==> config.mk <==
export PLATFORM = sky130hd
export DESIGN_NAME = tcp_source_rule_packet_filter
export DESIGN_NICKNAME = d
export VERILOG_FILES = /design/src/hw/rtl/tsf_pkg.sv /design/src/hw/rtl/tsf_cell.sv /design/src/hw/rtl/tcp_source_rule_packet_filter.sv
export SDC_FILE = /design/constraint.sdc
export NUM_CORES = 2
export LEC_CHECK = 0
export BUFFER_PORTS_ARGS = -buffer_cell sky130_fd_sc_hd__buf_2
export CAP_MARGIN = 20
export CORE_ASPECT_RATIO = 0.8
export CORE_MARGIN = 2
export CORE_UTILIZATION = 64
export CTS_BUF_LIST = sky130_fd_sc_hd__clkbuf_4
export CTS_CLUSTER_DIAMETER = 30
export DETAILED_ROUTE_END_ITERATION = 7
export PLACE_DENSITY = 0.81
export SYNTH_ARGS = -nofsm -noshare
export SYNTH_HDL_FRONTEND = slang
export SYNTH_SLANG_ARGS = --single-unit
==> constraint.sdc <==
create_clock -name clk -period 9.3 [get_ports clk]
set_input_delay 0.465 -clock clk [delete_from_list [all_inputs] [get_ports clk]]
set_output_delay 0.465 -clock clk [all_outputs]
set_load 0.05 [all_outputs]
==> src/hw/rtl/tsf_pkg.sv <==
// types, codes and constants shared by the tcp source rule packet filter
package tsf_pkg;

    localparam int RULE_SLOTS_DEF = 16;

    localparam logic [15:0] ETHERTYPE_IPV4 = 16'h0800;
    localparam logic [3:0]  IP_VER_4       = 4'd4;
    localparam logic [7:0]  IP_PROTO_TCP   = 8'd6;

    localparam logic [2:0] OP_PACKET = 3'd0;
    localparam logic [2:0] OP_ADD    = 3'd1;
    localparam logic [2:0] OP_DEL    = 3'd2;
    localparam logic [2:0] OP_STOP   = 3'd3;
    localparam logic [2:0] OP_START  = 3'd4;

    localparam logic [3:0] STAT_NOT_TCP   = 4'd0;
    localparam logic [3:0] STAT_NO_MATCH  = 4'd1;
    localparam logic [3:0] STAT_MATCH     = 4'd2;
    localparam logic [3:0] STAT_STOPPED   = 4'd3;
    localparam logic [3:0] STAT_ADDED     = 4'd4;
    localparam logic [3:0] STAT_FULL      = 4'd5;
    localparam logic [3:0] STAT_DELETED   = 4'd6;
    localparam logic [3:0] STAT_NOT_FOUND = 4'd7;
    localparam logic [3:0] STAT_SWITCH    = 4'd8;

    typedef struct packed {
        logic [2:0]  op;
        logic [15:0] ether_type;
        logic [3:0]  ip_version;
        logic [7:0]  ip_protocol;
        logic [31:0] src_ip;
        logic [15:0] src_port;
        logic [15:0] dst_port;
    } item_t;

    typedef struct packed {
        logic        drop;
        logic [3:0]  status;
        logic [31:0] tcp_count;
    } result_t;

    typedef enum logic [1:0] {
        CMD_NONE   = 2'd0,
        CMD_LOOKUP = 2'd1,
        CMD_ADD    = 2'd2,
        CMD_DEL    = 2'd3
    } cmd_t;

    typedef struct packed {
        logic        vld;
        cmd_t        cmd;
        logic        flag;
        logic [31:0] src_ip;
        logic [15:0] src_port;
        logic [15:0] dst_port;
    } word_t;

endpackage

==> src/hw/rtl/tsf_cell.sv <==
// one rule slot of the filter row, passes the word on to its neighbor each cycle
module tsf_cell (
    input  logic           clk,
    input  logic           rst_n,
    input  tsf_pkg::word_t word_in,
    output tsf_pkg::word_t word_out
);
    import tsf_pkg::*;

    logic        valid_reg;
    logic        valid_next;
    logic [31:0] ip_reg;
    logic [15:0] sport_reg;
    logic [15:0] tport_reg;
    logic        vld_reg;
    word_t       word_reg;
    word_t       word_next;
    logic        src_eq;
    logic        hit_rule;
    logic        same_rule;
    logic        claim;

    always_comb
    begin
        src_eq    = (ip_reg == word_in.src_ip) && (sport_reg == word_in.src_port);
        hit_rule  = valid_reg && (src_eq || (tport_reg == word_in.dst_port));
        same_rule = valid_reg && src_eq && (tport_reg == word_in.dst_port);
        claim     = word_in.vld && (word_in.cmd == CMD_ADD) && !word_in.flag && !valid_reg;
        valid_next = valid_reg;
        word_next  = word_in;
        if (word_in.vld)
        begin
            case (word_in.cmd)
                CMD_LOOKUP:
                begin
                    if (hit_rule)
                    begin
                        word_next.flag = 1'b1;
                    end
                end
                CMD_ADD:
                begin
                    if (claim)
                    begin
                        valid_next     = 1'b1;
                        word_next.flag = 1'b1;
                    end
                end
                CMD_DEL:
                begin
                    if (same_rule)
                    begin
                        valid_next     = 1'b0;
                        word_next.flag = 1'b1;
                    end
                end
                default:
                begin
                end
            endcase
        end
    end

    always_ff @(posedge clk or negedge rst_n)
    begin
        if (!rst_n)
        begin
            valid_reg <= 1'b0;
            vld_reg   <= 1'b0;
        end
        else
        begin
            valid_reg <= valid_next;
            vld_reg   <= word_in.vld;
        end
    end

    always_ff @(posedge clk)
    begin
        word_reg <= word_next;
        if (claim)
        begin
            ip_reg    <= word_in.src_ip;
            sport_reg <= word_in.src_port;
            tport_reg <= word_in.dst_port;
        end
    end

    always_comb
    begin
        word_out     = word_reg;
        word_out.vld = vld_reg;
    end

endmodule

==> src/hw/rtl/tcp_source_rule_packet_filter.sv <==
// A firewall rule table built as a row of RULE_SLOTS cells, one rule per cell. Each
// accepted word (packet header or add, delete, stop, start command) walks the row one
// cell per cycle, collecting the match, free-slot and delete outcome on the way. The
// result is registered, or parked, as the word leaves the last cell. No new word is accepted
// while a word is in the row or a finished result is parked, so the row holds a single word
// at a time and the walk through the cell row sets the pace. A finished result waits
// in its own register, so a stalled result side does not hold back the next word; if
// that word finishes while the result is still stalled, it waits in a second register
// and the input stays stalled until the result side takes the first one.
// Rule valid bits clear at reset; there is no clearing pass.
module tcp_source_rule_packet_filter #(
    parameter int RULE_SLOTS = tsf_pkg::RULE_SLOTS_DEF
) (
    input  logic             clk,
    input  logic             rst_n,
    input  logic             pkt_valid,
    output logic             pkt_stall,
    input  tsf_pkg::item_t   pkt,
    output logic             res_valid,
    input  logic             res_stall,
    output tsf_pkg::result_t res
);
    import tsf_pkg::*;

    typedef enum logic [2:0] {
        ST_IDLE = 3'b001,
        ST_RUN  = 3'b010,
        ST_HOLD = 3'b100
    } state_t;

    state_t      state_reg;
    state_t      state_next;
    logic        filter_en_reg;
    logic        filter_en_next;
    logic [31:0] count_reg;
    logic [31:0] count_next;
    logic        ctx_drop_reg;
    logic        ctx_drop_next;
    logic [3:0]  ctx_status_reg;
    logic [3:0]  ctx_status_next;
    logic        res_valid_reg;
    logic        res_valid_next;
    result_t     res_reg;
    result_t     res_next;
    result_t     pend_reg;
    result_t     pend_next;
    result_t     done_res;
    logic        accept;
    logic        is_tcp;
    logic        out_free;
    word_t       head_word;
    word_t       chain_w [RULE_SLOTS+1];
    word_t       tail_word;

    assign accept   = pkt_valid && !pkt_stall;
    assign out_free = !res_valid_reg || !res_stall;
    assign is_tcp   = (pkt.ether_type == ETHERTYPE_IPV4) && (pkt.ip_version == IP_VER_4)
                      && (pkt.ip_protocol == IP_PROTO_TCP);

    always_comb
    begin
        filter_en_next  = filter_en_reg;
        count_next      = count_reg;
        ctx_drop_next   = ctx_drop_reg;
        ctx_status_next = ctx_status_reg;
        head_word.vld      = accept;
        head_word.cmd      = CMD_NONE;
        head_word.flag     = 1'b0;
        head_word.src_ip   = pkt.src_ip;
        head_word.src_port = pkt.src_port;
        head_word.dst_port = pkt.dst_port;
        if (accept)
        begin
            ctx_drop_next   = 1'b0;
            ctx_status_next = STAT_NOT_TCP;
            case (pkt.op)
                OP_PACKET:
                begin
                    if (is_tcp)
                    begin
                        count_next = count_reg + 32'd1;
                        if (filter_en_reg)
                        begin
                            head_word.cmd = CMD_LOOKUP;
                        end
                        else
                        begin
                            ctx_drop_next   = 1'b1;
                            ctx_status_next = STAT_STOPPED;
                        end
                    end
                end
                OP_ADD:
                begin
                    head_word.cmd = CMD_ADD;
                end
                OP_DEL:
                begin
                    head_word.cmd = CMD_DEL;
                end
                OP_STOP:
                begin
                    filter_en_next  = 1'b0;
                    ctx_status_next = STAT_SWITCH;
                end
                OP_START:
                begin
                    filter_en_next  = 1'b1;
                    ctx_status_next = STAT_SWITCH;
                end
                default:
                begin
                end
            endcase
        end
    end

    assign chain_w[0] = head_word;

    for (genvar k = 0; k < RULE_SLOTS; k++)
    begin : g_cell
        tsf_cell u_cell (
            .clk      (clk),
            .rst_n    (rst_n),
            .word_in  (chain_w[k]),
            .word_out (chain_w[k+1])
        );
    end

    assign tail_word = chain_w[RULE_SLOTS];

    always_comb
    begin
        done_res.tcp_count = count_reg;
        done_res.drop      = 1'b0;
        case (tail_word.cmd)
            CMD_LOOKUP:
            begin
                done_res.drop   = tail_word.flag;
                done_res.status = tail_word.flag ? STAT_MATCH : STAT_NO_MATCH;
            end
            CMD_ADD:
            begin
                done_res.status = tail_word.flag ? STAT_ADDED : STAT_FULL;
            end
            CMD_DEL:
            begin
                done_res.status = tail_word.flag ? STAT_DELETED : STAT_NOT_FOUND;
            end
            default:
            begin
                done_res.drop   = ctx_drop_reg;
                done_res.status = ctx_status_reg;
            end
        endcase
    end

    always_comb
    begin
        state_next     = state_reg;
        res_next       = res_reg;
        pend_next      = pend_reg;
        res_valid_next = res_valid_reg && res_stall;
        case (state_reg)
            ST_IDLE:
            begin
                if (accept)
                begin
                    state_next = ST_RUN;
                end
            end
            ST_RUN:
            begin
                if (tail_word.vld)
                begin
                    if (out_free)
                    begin
                        res_next       = done_res;
                        res_valid_next = 1'b1;
                        state_next     = ST_IDLE;
                    end
                    else
                    begin
                        pend_next  = done_res;
                        state_next = ST_HOLD;
                    end
                end
            end
            ST_HOLD:
            begin
                if (out_free)
                begin
                    res_next       = pend_reg;
                    res_valid_next = 1'b1;
                    state_next     = ST_IDLE;
                end
            end
            default:
            begin
                state_next = ST_IDLE;
            end
        endcase
    end

    always_ff @(posedge clk or negedge rst_n)
    begin
        if (!rst_n)
        begin
            state_reg     <= ST_IDLE;
            filter_en_reg <= 1'b1;
            count_reg     <= 32'd0;
            res_valid_reg <= 1'b0;
        end
        else
        begin
            state_reg     <= state_next;
            filter_en_reg <= filter_en_next;
            count_reg     <= count_next;
            res_valid_reg <= res_valid_next;
        end
    end

    always_ff @(posedge clk)
    begin
        ctx_drop_reg   <= ctx_drop_next;
        ctx_status_reg <= ctx_status_next;
        res_reg        <= res_next;
        pend_reg       <= pend_next;
    end

    assign pkt_stall = (state_reg != ST_IDLE);
    assign res_valid = res_valid_reg;
    assign res       = res_reg;

endmodule

# Word-level counts from Yosys, hierarchy flattened
# Index checks and enable logic that the tools add are counted.
[word_totals] ff_bits=2180 word_cells=679 input_bits=99
[op_classes] n_reduce_logical=209 add_sub_neg=1 eq_ne=146 mux=153 bitwise=1
[ops] operator="$eq 16x16->1" n=32
[ops] operator="$eq 32x32->1" n=16
[ops] operator="$logic_and 1x1->1" n=115
[ops] operator="$mux 37" n=3
[ops] operator="$mux 1" n=102
[ops] operator="$pmux 37 s2" n=1
[ops] operator="$eq 2x2->1 const B" n=34
[ops] operator="$reduce_and 4->1" n=17
[ops] operator="$ne 2x1->1 const B" n=33
[ops] operator="$pmux 1 s3" n=16
[ops] operator="$pmux 1 s2" n=19
[ops] operator="$reduce_bool 2->1" n=18
[ops] operator="$eq 2x1->1 const B" n=17
[ops] operator="$logic_not 1->1" n=34
[ops] operator="$add 32x1->32 const B" n=1
[ops] operator="$logic_or 1x1->1" n=17
[ops] operator="$eq 16x12->1 const B" n=1
[ops] operator="$mux 3" n=4
[ops] operator="$pmux 4 s3" n=1
[ops] operator="$eq 3x2->1 const B" n=3
[ops] operator="$pmux 3 s3" n=1
[ops] operator="$reduce_and 3->1" n=3
[ops] operator="$eq 8x3->1 const B" n=1
[ops] operator="$mux 2" n=4
[ops] operator="other kinds (11)" n=17

# Longest topological paths before layout
[depth] ltp_word=11 depth_mapped=8 mapped_depth_nobuf=7

# Hierarchy
# A second synthesis with hierarchy kept.
[hier_totals] cells_unflattened=3948 hier_area_um2=70126.0
[modules_own_cells] mod="tsf_cell" instances=16 area_each_um2=4081.4 cells_each=227
[modules_own_cells] mod="tcp_source_rule_packet_filter" instances=1 area_each_um2=4823.4 cells_each=316

# Worst setup path after synthesis
# No wires, ideal clock.
[synth_path] path_type="reg2reg" from="register g_cell[9].u_cell.word_reg, in the netlist g_cell[9].u_cell.word_out[65]" to="register g_cell[10].u_cell.ip_reg[0] (enable)" path_stages_with_launch=2 required_time_ns=8.649 synth_period_minus_slack_ns=7.329 path_buffers=0 slack_ns=1.971 setup_ns=0.651 t_arrival_ns=6.679 cell_sequence="dfxtp_1 nor4_1"
[synth_between] elab_chain_cells=4
[synth_rtl] item="from (decl)" line_no="tsf_cell.sv:16" text="word_t word_reg;"
[synth_rtl] item="from (signal assigned)" line_no="tsf_cell.sv:80" text="word_reg <= word_next;"
[synth_rtl] item="$eq 2x2->1" line_no="tsf_cell.sv:28" text="claim = word_in.vld && (word_in.cmd == CMD_ADD) && !word_in.flag && !valid_reg;"
[synth_rtl] item="$logic_and 1x1->1 (3 in a row)" line_no="tsf_cell.sv:28"
[synth_rtl] item="named net g_cell[10].u_cell.claim" line_no="tsf_cell.sv:21" text="logic claim;"
[synth_rtl] item="to (signal assigned)" line_no="tsf_cell.sv:83" text="ip_reg <= word_in.src_ip;"
[synth_rtl] item="to (decl)" line_no="tsf_cell.sv:12" text="logic [31:0] ip_reg;"
# The timed path passes the listed nets, and every way through them passes these cells.
# A chain may end at the register's enable or synchronous reset.

# Final worst setup path
[layout_path] from="input pkt[88] (netlist name)" to="register count_reg[21]"
[layout_between] elab_chain_cells=4
[layout_rtl] item="from (decl)" line_no="tcp_source_rule_packet_filter.sv:18" text="input tsf_pkg::item_t pkt,"
[layout_rtl] item="$eq 16x12->1" line_no="tcp_source_rule_packet_filter.sv:57" text="assign is_tcp = (pkt.ether_type == ETHERTYPE_IPV4) && (pkt.ip_version == IP_VER_4)"
[layout_rtl] item="$logic_and 1x1->1" line_no="tcp_source_rule_packet_filter.sv:57"
[layout_rtl] item="$logic_and 1x1->1" line_no="tcp_source_rule_packet_filter.sv:58" text="&& (pkt.ip_protocol == IP_PROTO_TCP);"
[layout_rtl] item="$reduce_and 3->1 (no source line)"
[layout_rtl] item="to (signal assigned)" line_no="tcp_source_rule_packet_filter.sv:218" text="count_reg <= count_next;"
[layout_rtl] item="to (decl)" line_no="tcp_source_rule_packet_filter.sv:35" text="logic [31:0] count_reg;"
# No other way between the ends.

==> flow_summary.json <==
{
  "drc": 0,
  "synth-edff-count": 1101,
  "grt-ovfl-total": 0,
  "cp-start-kind": "primary input",
  "place_congestion": 0.793,
  "endpoint_kind": "flip-flop",
  "worstPathRequired_ns": 10.37,
  "die_w_um": 370,
  "status": "finished, final reports clean",
  "synth_cell_types": 48,
  "final_util_pct": 74.5,
  "synth.avg_cell_area_sq_um": 17.6,
  "ir_drop_v": 0.000181,
  "io_buffer_count": 137,
  "async_reset_ff_share_pct": 3.17,
  "p_leak_nw": 29.1,
  "post_synth_inst_count": 3882,
  "r2r_slack_ns": 6.26,
  "crit_top_cell": "dlygate4sd3_1",
  "cp_slowest_cell": "dlygate4sd3_1",
  "dieHeight_um": 297,
  "finalCritPeriodShare_pct": 34.2,
  "p_total_w": 0.0189,
  "cpPeakStageDelay_ns": 0.70,
  "rsz0062_at_grt": "false",
  "path_class": "in2reg",
  "die_area_sq_um": 110000,
  "syn-cell-area_sq_um": 68500,
  "setup_viol": 0,
  "routed_via_density": 5.15,
  "clk_latency_ns": 1.27,
  "first_global_vias": 35400,
  "hold_violations": 0,
  "tns_ns": 0,
  "worstPathArrival_ns": 4.25,
  "start_util_pct": 64.4,
  "post-place-cells": 5457,
  "cts_sinks": 2178,
  "worst_slack_ns": 6.12,
  "slew_headroom_pct": 24.9,
  "postCtsSetupRepairBufs": 0,
  "clkTransAtPathRegs_ns": 0.07,
  "cts_tree": "yes",
  "drtPass1Iterations": 6,
  "pre_cts_slack_ns": 6.34,
  "yosysWarnings": 0,
  "synth_ff_type": "edfxtp_1",
  "p_per_area_nw_per_um2": 238,
  "layoutNonFillerInstCount": 6495,
  "clock_skew_ns": 0.115,
  "grt_use_total_pct": 23.1,
  "detail_route.wl_per_cell_um": 19.2,
  "syn_to_final_growth_pct": 15.7,
  "grt_max_degree": 68,
  "slew_viol_final": 0,
  "synth.net_count": 3982,
  "grt_pass1_wl_um": 194000,
  "largest_reg_flops": 1008,
  "cts_buffers": 480,
  "cts_root_buffer": "clkbuf_4",
  "num_rows": 107,
  "dr_total_vias": 33500,
  "layout.nets": 4779,
  "seq_area_frac_synth_pct": 80.3,
  "hp-class": "in2reg",
  "drive_above_1_share_pct": 21.1,
  "totalWireLength_um": 125000,
  "cap_violations": 0,
  "place_hpwl_um": 79100,
  "core_sq_um": 106000,
  "yosys_register_bits": 2178,
  "antenna_found_initial": 8,
  "worst_pin_slew_ns": 1.12,
  "cts_max_path_buffers": 4,
  "timing.fmax_mhz": 315,
  "final_antenna_net_count": 0,
  "io_pins": 138,
  "fin_crit_ns": 3.18,
  "cts-htree-levels": 5,
  "worstPathCellList": "dlygate4sd3_1, buf_2, nor4b_4, dlygate4sd3_1, nand4_4, dlygate4sd3_1, nor4_4, and2_4, nor2b_2, nand4_4, xnor2_2",
  "cp_max_fo": 7,
  "drt_iter0_drc": 2096
}
layer usage:
layer	vias to the layer above	GRT usage, %	part of all wire [%]
met2	949	40.3	52
met1	16400	27.8	41
met4	0	10.4	2.9
met5	-	0	0
li1	15900	-	-
met3	227	4.75	4.4
critical path: cells and delay by family:
| kind | cells | cell delay (ns) |
|---|---|---|
| xor gates and xnor gates | 1 | 0.15 |
| buffers and inverters | 4 | 2.01 |
| and+or+nand+nor | 6 | 1.62 |
cells in the mapped netlist (3+ instances only):
| master | count | area, sq um |
|---|---|---|
| and2_1 | 7 | 43.8 |
| or2_2 | 11 | 68.8 |
| o22a_1 | 12 | 105 |
| nor2_1 | 21 | 78.8 |
| dfrtp_1 | 67 | 1680 |
| a21oi_1 | 4 | 20.0 |
| xor2_1 | 680 | 5960 |
| nand2_1 | 37 | 139 |
| nor2b_1 | 12 | 75.1 |
| mux2_2 | 38 | 428 |
| dfxtp_1 | 1008 | 20200 |
| edfxtp_1 | 1101 | 33100 |
| maj3_1 | 5 | 50.1 |
| o21ai_0 | 34 | 170 |
| a31oi_1 | 12 | 75.1 |
| nand3_2 | 6 | 60.1 |
| nor4_1 | 206 | 1290 |
| clkbuf_1 | 5 | 18.8 |
| nand4_1 | 142 | 888 |
| xnor2_1 | 375 | 3280 |
| nand3_1 | 15 | 75.1 |
| o31ai_1 | 3 | 22.5 |
| nor4_4 | 6 | 128 |
| inv_1 | 17 | 63.8 |
| nor3_1 | 22 | 110 |
| and3_1 | 7 | 43.8 |
cells in the final DEF, fill, tap and decap left out, drive strengths merged, types with 73 or more instances in the layout:
master       count
buf            166
clkbuf         793
clkinv          73
dfxtp         1008
dlygate4sd3    155
edfxtp        1101
nand4          146
nor4           212
xnor2          376
xor2           680
worst paths after layout:
kind,startpoint,endpoint,depth (start not counted)
setup / recovery,pkt[88],count_reg[21],11
hold / removal,res_stall,res[9],3
setup reg to reg,g_cell[0].u_cell.ip_reg[5],g_cell[0].u_cell.word_out[64],6
hold reg to reg,g_cell[11].u_cell.word_out[44],g_cell[12].u_cell.word_out[44],0
max in group asynchronous,rst_n,g_cell[1].u_cell.valid_reg,4
min in group asynchronous,rst_n,filter_en_reg,3
cell families (layout without fill, tap and decap cells):
| group | Yosys count | in the layout | synth area share, % |
|---|---|---|---|
| buffers and inverters | 23 | 1214 | 0.137 |
| and+or+nand+nor | 511 | 511 | 4.69 |
| AOI/OAI and AO/OA | 69 | 69 | 0.621 |
| adders and majority gates | 6 | 6 | 0.0914 |
| DFF | 2178 | 2178 | 80.3 |
| muxes | 39 | 39 | 0.640 |
| other | 0 | 5 | 0 |
| xor gates and xnor gates | 1056 | 1056 | 13.5 |
timing repair:
item	CTS	global route
gates resized for setup	0	0
setup endpoints to repair	0	0
endpoints found under the hold margin	306	0
hold buffers	156	0
final cells by class:
cell class	instances	area (sq um)
antenna	5	12.5
clock inverter	83	410
inverter	17	63.8
sequential	2178	55000
fill	5914	27100
multi-input combinational	1681	13500
clock buffer	793	5950
tap	1417	1770
timing repair buffer	321	2490
where the power goes:
group	switching (W)	internal [W]	leakage, nW
Clock	0.00346	0.00391	3.84
Combinational	0.000332	0.000287	5.95
Sequential	0.000369	0.0105	19.3
Total	0.00416	0.0147	29.1
per-stage QoR:
stage / area (sq um) / hold WS, ns
finish: 79200 / 0.205
global route: 79200 / 0.134
CTS: 79200 / 0.0133
detailed placement: 71200 / 0.371
floorplan: 68500 / 0.169
global placement: 71200 / 0.364
(Power assumes the default switching activity.)
